--- src/rtl/ica_pkg.sv ---
// ============================================================================
// ica_pkg: shared definitions for the integer calculator ALU
// Command and status codes, the default word width and the control bundle
// that travels with each word down the pipeline.
// ============================================================================
package ica_pkg;

  localparam int unsigned DefDataWidth = 32;

  localparam logic [2:0] CmdAdd  = 3'd0;
  localparam logic [2:0] CmdSub  = 3'd1;
  localparam logic [2:0] CmdMul  = 3'd2;
  localparam logic [2:0] CmdDiv  = 3'd3;
  localparam logic [2:0] CmdSqrt = 3'd4;

  localparam logic [1:0] StOk      = 2'd0;
  localparam logic [1:0] StDivZero = 2'd1;
  localparam logic [1:0] StNegRoot = 2'd2;
  localparam logic [1:0] StBadCmd  = 2'd3;

  // Control that rides along with the data of one word.
  typedef struct packed {
    logic       valid;
    logic [2:0] cmd;
    logic [1:0] status;
    logic       neg;     // quotient must be negated at the end
  } ctl_t;

endpackage

--- src/rtl/ica_step.sv ---
// ============================================================================
// ica_step: one pipeline stage of the divide and square-root datapath
// Performs one restoring-division step and, if enabled, one digit of the
// square root, then registers everything along with the word's control.
// ============================================================================
module ica_step import ica_pkg::*; #(
  parameter int unsigned W       = DefDataWidth,
  parameter bit          DO_SQRT = 1'b1
) (
  input  logic                    clk_i,
  input  logic                    rst_ni,
  input  logic                    en_i,
  input  ctl_t                    ctl_i,
  input  logic [W-1:0]            fast_i,
  input  logic [W-1:0]            rem_i,
  input  logic [W-1:0]            dq_i,
  input  logic [W-1:0]            dvs_i,
  input  logic [(W+1)/2+2:0]      sr_i,
  input  logic [(W+1)/2-1:0]      sy_i,
  input  logic [2*((W+1)/2)-1:0]  sn_i,
  output ctl_t                    ctl_o,
  output logic [W-1:0]            fast_o,
  output logic [W-1:0]            rem_o,
  output logic [W-1:0]            dq_o,
  output logic [W-1:0]            dvs_o,
  output logic [(W+1)/2+2:0]      sr_o,
  output logic [(W+1)/2-1:0]      sy_o,
  output logic [2*((W+1)/2)-1:0]  sn_o
);

  localparam int unsigned SW = (W + 1) / 2;
  localparam int unsigned RW = SW + 3;
  localparam int unsigned NW = 2 * SW;

  logic [W:0]    trem;
  logic [W:0]    tdif;
  logic [W-1:0]  rem_d, dq_d;
  logic [RW-1:0] sr2, strial, sdif, sr_d;
  logic [SW-1:0] sy_d;
  logic [NW-1:0] sn_d;

  // Division: bring down the next dividend bit and try to subtract.
  always_comb begin
    trem = {rem_i, dq_i[W-1]};
    tdif = trem - {1'b0, dvs_i};
    if (!tdif[W]) begin
      rem_d = tdif[W-1:0];
      dq_d  = {dq_i[W-2:0], 1'b1};
    end else begin
      rem_d = trem[W-1:0];
      dq_d  = {dq_i[W-2:0], 1'b0};
    end
  end

  // Square root: bring down two bits and try 4y+1.
  always_comb begin
    sr2    = {sr_i[RW-3:0], sn_i[NW-1:NW-2]};
    strial = {1'b0, sy_i, 2'b01};
    sdif   = sr2 - strial;
    if (!DO_SQRT) begin
      sr_d = sr_i;
      sy_d = sy_i;
      sn_d = sn_i;
    end else if (sr2 >= strial) begin
      sr_d = sdif;
      sy_d = {sy_i[SW-2:0], 1'b1};
      sn_d = {sn_i[NW-3:0], 2'b00};
    end else begin
      sr_d = sr2;
      sy_d = {sy_i[SW-2:0], 1'b0};
      sn_d = {sn_i[NW-3:0], 2'b00};
    end
  end

  always_ff @(posedge clk_i or negedge rst_ni) begin
    if (!rst_ni) begin
      ctl_o <= '0;
    end else if (en_i) begin
      ctl_o <= ctl_i;
    end
  end

  always_ff @(posedge clk_i) begin
    if (en_i) begin
      fast_o <= fast_i;
      rem_o  <= rem_d;
      dq_o   <= dq_d;
      dvs_o  <= dvs_i;
      sr_o   <= sr_d;
      sy_o   <= sy_d;
      sn_o   <= sn_d;
    end
  end

endmodule

--- config.mk ---
export PLATFORM = sky130hd
export DESIGN_NAME = ica_step
export DESIGN_NICKNAME = d
export VERILOG_FILES = /design/src/rtl/ica_pkg.sv /design/src/rtl/ica_step.sv
export SDC_FILE = /design/constraint.sdc
export NUM_CORES = 1
export LEC_CHECK = 0
export BUFFER_PORTS_ARGS = -buffer_cell sky130_fd_sc_hd__buf_2
export CORE_UTILIZATION = 38
export DETAILED_ROUTE_END_ITERATION = 16
export PLACE_DENSITY = 0.66
export SYNTH_ARGS = -nofsm -noshare
export SYNTH_HDL_FRONTEND = slang
export SYNTH_SLANG_ARGS = --single-unit
--- constraint.sdc ---
create_clock -name clk_i -period 1.8 [get_ports clk_i]
set_input_delay 0.18 -clock clk_i [delete_from_list [all_inputs] [get_ports clk_i]]
set_output_delay 0.18 -clock clk_i [all_outputs]
set_load 0.02 [all_outputs]
==> Word-level counts from Yosys, hierarchy flattened <==
Cells that the tools add are included.
{ "classes": {"magnitude_cmp": 1, "mux": 4, "add_sub_neg": 2} }
{ "ops": {"columns": ["cell", "count"], "rows": [
  ["subtractor 33 x 32 -> 33 bit", 1],
  ["2-to-1 mux 32 bit", 1],
  ["greater-or-equal comparator 19 x 18 -> 1 bit", 1],
  ["2-to-1 mux 19 bit", 1],
  ["subtractor 19 x 18 -> 19 bit", 1],
  ["2-to-1 mux 1 bit", 2]
]} }
{ "word_totals": {"regBits": 200, "out_inout_bits": 202} }

==> Logic depth before layout (Yosys ltp) <==
{ "logic_depth": {"depth_word": 2, "ltp_mapped": 13, "depth_no_buf": 12} }

==> Worst setup path after synthesis <==
No wires, ideal clock.
{ "synth_path": {"path_type": "input to register", "from": "input port dq_i[31]", "to": "register rem_o[10], data pin", "required_ns": 1.540, "setup_slack_ns": -1.204, "path_buffers": 1, "arrival_time_ns": 2.743, "setup_time_ns": 0.260, "path_stages": 13, "path_cell_list": "inv_1 > ha_1 > fa_1 > nor2b_1 > o31a_4 > o311ai_4 > o21ai_2 > a2111oi_4 > or3b_1 > a211oi_2 > inv_2 > buf_6 > mux2_4"} }
{ "synth_between": {"elab_chain_len": 2} }
{ "synth_lines": {"columns": ["element", "line", "source"], "rows": [
  ["start, declared", "ica_step.sv:16", "input logic [W-1:0] dq_i,"],
  ["subtractor 33 x 32 -> 33 bit", "ica_step.sv:45", "tdif = trem - {1'b0, dvs_i};"],
  ["2-to-1 mux 32 bit", "ica_step.sv:46", "if (!tdif[W]) begin"],
  ["via rem_d[10]", "ica_step.sv:37", "logic [W-1:0] rem_d, dq_d;"],
  ["end signal, assigned", "ica_step.sv:86", "rem_o <= rem_d;"],
  ["end, declared", "ica_step.sv:23", "output logic [W-1:0] rem_o,"]
]} }
The timed path passes the listed nets, and every way through them passes these cells.
A chain may end at the register's enable or synchronous reset.

==> Final worst setup path <==
{ "layout_path": {"from": "input port dq_i[31]", "to": "register rem_o[22], data pin"} }
The elaborated chain is that of the path after synthesis.

==> impl_metrics.yaml <==
critical_path:
  crit_fanout: 7
  critPathCapture: "rem_o[22]$_DFFE_PP_"
  timing.rr.end: "ctl_o[2]$_DFFE_PN0P_"
  cp-start-kind: "primary input"
  critPathArrivalTime_ns: 2.83
  r2r_slack_ns: 1.02
  end_kind: "flop"
  worstSetupStartpoint: "dq_i[31]"
  r2r-start: "ctl_o[2]$_DFFE_PN0P_"
  path_cells: "buf_8 > inv_12 > ha_4 > fa_2 > nor2b_2 > o31a_4 > o311ai_4 > o21ai_2 > a2111oi_4 > or3b_1 > a211oi_2 > inv_2 > buf_12 > buf_12 > mux2_4"
  crit_type: "primary input to flop"
  slowest_delay_ns: 0.39
  cp.required_ns: 1.97
  cp_common_cell: "buf_12"
  r2r.worst_path.cells: 1
  crit_slowest_cell: "or3b_1"
clock_network:
  clkLatencyLatePin_ns: 0.43
  htree_num_levels: 4
  root_buffer: "clkbuf_16"
  cts_tree: "built"
  clockBufferDepth: 2
  numCtsBuffers: 17
  clkTransAtPathRegs_ns: 0.09
  clock-sinks: 200
placement:
  dp_hpwl_microns: 22500
  port_buffers: 402
  dp_cells: 1613
  place.gp.congestion: 0.878
synthesis:
  synth_xor_xnor_area_share_pct: 3.41
  synth_top_area_share_pct: 59.4
  synth_top_family_by_area: "compound AO/OA/AOI/OAI gates"
  synthSimpleGateAreaFrac_pct: 6.08
  synth_fa_ha_area_share_pct: 6.62
  yosys-top-cells-area: "edfxtp_1 59%, ha_1 6.4%, mux2_4 5.5%, inv_1 2.3%, xnor2_1 2.2%"
  synth.largest_area_cell: "edfxtp_1"
  yosys_warnings: 0
  ys_top_cells_by_count: "193 x edfxtp_1, 61 x inv_1, 50 x ha_1"
  synthMuxAreaShare_pct: 7.34
  synth_edf_count: 193
  synth_compound_area_share_pct: 11.8
  synthCells: 706
  ys_seq_area_share_pct: 61.2
  ys_ff_latch: 200
  ys_types: 65
  yosysMostFrequentCell: "edfxtp_1"
  synth_area_sq_um: 9750
  synthArstFlopShare_pct: 3.50
  synth-main-ff-cell: "edfxtp_1"
  syn_avg_cell_area_sq_um: 13.8
pwr:
  ir_worst_vdd_mv: 0.506
  power_leakage_nw: 7.45
  cellPowerDensity_nw_per_um2: 861
grt:
  overflow: 0
  grt_util_met1_pct: 24.3
  met2_usage_pct: 43.9
  antenna_found_initial: 4
  grt.busiest_layer: "met2"
  use_met3_pct: 5.11
  grt_pass1_wl_microns: 45700
  grt_pass1_vias: 8645
  grtUsageTotal_pct: 22.8
  grt_max_degree: 78
worst_hold_path:
  hold_path.class: "primary input to flop"
drt:
  wl_per_cell_microns: 17.1
  drt-pass1-iter-count: 5
  routed_wl_microns: 31000
  drc: 0
  vias_per_cell: 4.73
  drt_iter0_markers: 499
  ant_nets: 0
  vias: 8576
die:
  num_rows: 58
  core_area_sq_um: 25200
  start_util_pct: 38.7
  io_pins: 407
  die_area_sq_um: 26300
  die_w_microns: 162
  die_y_microns: 162
run_status:
  failed_checks: "negative setup slack"
  status: "complete, but fails checks"
timing:
  fmax_mhz: 376
  period_share_pct: 148
  finalSetupViolCount: 53
  rsz0062_at_grt: "true"
  hold_viol: 0
  finalClockSkew_ns: 0
  slew_viol_final: 0
  period_minus_slack_ns: 2.66
  hold_ws_ns: 0.0263
  worst_slack_ns: -0.861
layout:
  finalNetCount: 1721
  drive_gt1_share_pct: 49.9
  finalNonFillerCells: 1812
  area_growth_pct: 65.5
  fillCellCount: 1907
flow_run:
  maxCapViolCount: 0
## worst max-delay path: cells and delay by family
family | cells | cell delay (ns)
buf+inv | 5 | 0.52
simple gates | 2 | 0.54
mux | 1 | 0.29
compound gates | 5 | 0.81
fa+ha+maj | 2 | 0.49
## per-stage QoR
step | setup TNS, ns | util [%] | setup slack [ns] | instance area (sq um) | total power, mW
after floorplan | -49.66 | - | -1.17 | 9890 | 7.89
after global placement | -59.90 | 54.3 | -1.37 | 13700 | 9.40
after detailed placement | -61.66 | 54.3 | -1.42 | 13700 | 9.47
after CTS | -33.99 | 63.5 | -0.841 | 16000 | 13.9
after global routing | -40.29 | 64.1 | -0.945 | 16100 | 14.4
final | -36.00 | 64.1 | -0.861 | 16100 | 13.9
## cell usage in the layout (no fill, tap or decap), drive strengths merged, types with 5 or more instances in the layout
cell type    netlist  layout
nand3             13      13
a21o              21      21
o21ai             34      34
dfrtp              7       7
o211ai             5       5
or2                5       5
a211oi             8       8
nand2             33      33
buf                9     610
o21a              11      11
o21bai             6       6
xnor2             24      24
clkbuf             6      18
o31ai              5       5
a31oi              7       7
nor2              35      35
ha                50      50
xor2              14      14
nand4              5       5
dlygate4sd3        0     142
edfxtp           193     193
clkinv             0       9
nor3              12      12
a21oi             40      40
inv               63      69
mux2              48      48
## power breakdown
group          switching (mW)  total [mW]  internal (mW)
sequential              0.126        5.79           5.66
combinational            2.07        4.09           2.02
clock                    2.11        4.02           1.92
## cell type report
type                       count  area, sq um  share of cell area (%)
antenna                        4         10.0                  0.0620
clock buffer                  17          425                    2.64
clock inverter                15          193                    1.19
inverter                      63          264                    1.64
multi-input combinational    429         3630                    22.5
sequential                   200         5970                    37.0
tap                          330          413                    2.56
timing repair buffer         754         5240                    32.4
## worst min-delay path by stage
| stage | start | endpoint | slack (ns) | cells after the start |
|---|---|---|---|---|
| floorplan | rst_ni | ctl_o[0]$_DFFE_PN0P_ | -0.12 | 0 |
| global placement | rst_ni | ctl_o[4]$_DFFE_PN0P_ | 0.04 | 1 |
| detailed placement | rst_ni | ctl_o[4]$_DFFE_PN0P_ | 0.04 | 1 |
| CTS | dvs_i[27] | dvs_o[27]$_DFFE_PP_ | 0.01 | 2 |
| global route | dvs_i[27] | dvs_o[27]$_DFFE_PP_ | 0.009 | 2 |
| finish | dvs_i[27] | dvs_o[27]$_DFFE_PP_ | 0.03 | 2 |
## cell families (layout without fill, tap and decap cells)
kind of cell	Yosys count	after routing
other	1	6
muxes	52	52
and+or+nand+nor	122	122
xor gates and xnor gates	38	38
buffers and inverters	78	849
AOI/OAI and AO/OA	164	164
DFF	200	200
adders and majority gates	51	51
## state kept, by name, indices dropped and copies added (netlist names)
signal	flops
sn_o	30
sr_o	19
ctl_o	7
sy_o	16
dvs_o	32
fast_o	32
dq_o	32
rem_o	32
## metal layers
metal,share of wire (%),up-vias
li1,-,4171
met1,37,4080
met2,54,286
met3,6.2,39
met4,2.4,0
met5,0,-
## timing repair
| item | 4_1_cts | 5_1_grt |
|---|---|---|
| endpoints found under the hold margin | 148 | 0 |
| hold buffers | 142 | 0 |
| pin swaps | 16 | 12 |
| gates resized for setup | 23 | 23 |
| gates cloned | 3 | 0 |
| setup endpoints to repair | 53 | 53 |
| setup buffers | 13 | 12 |
(Power assumes the default switching activity.)
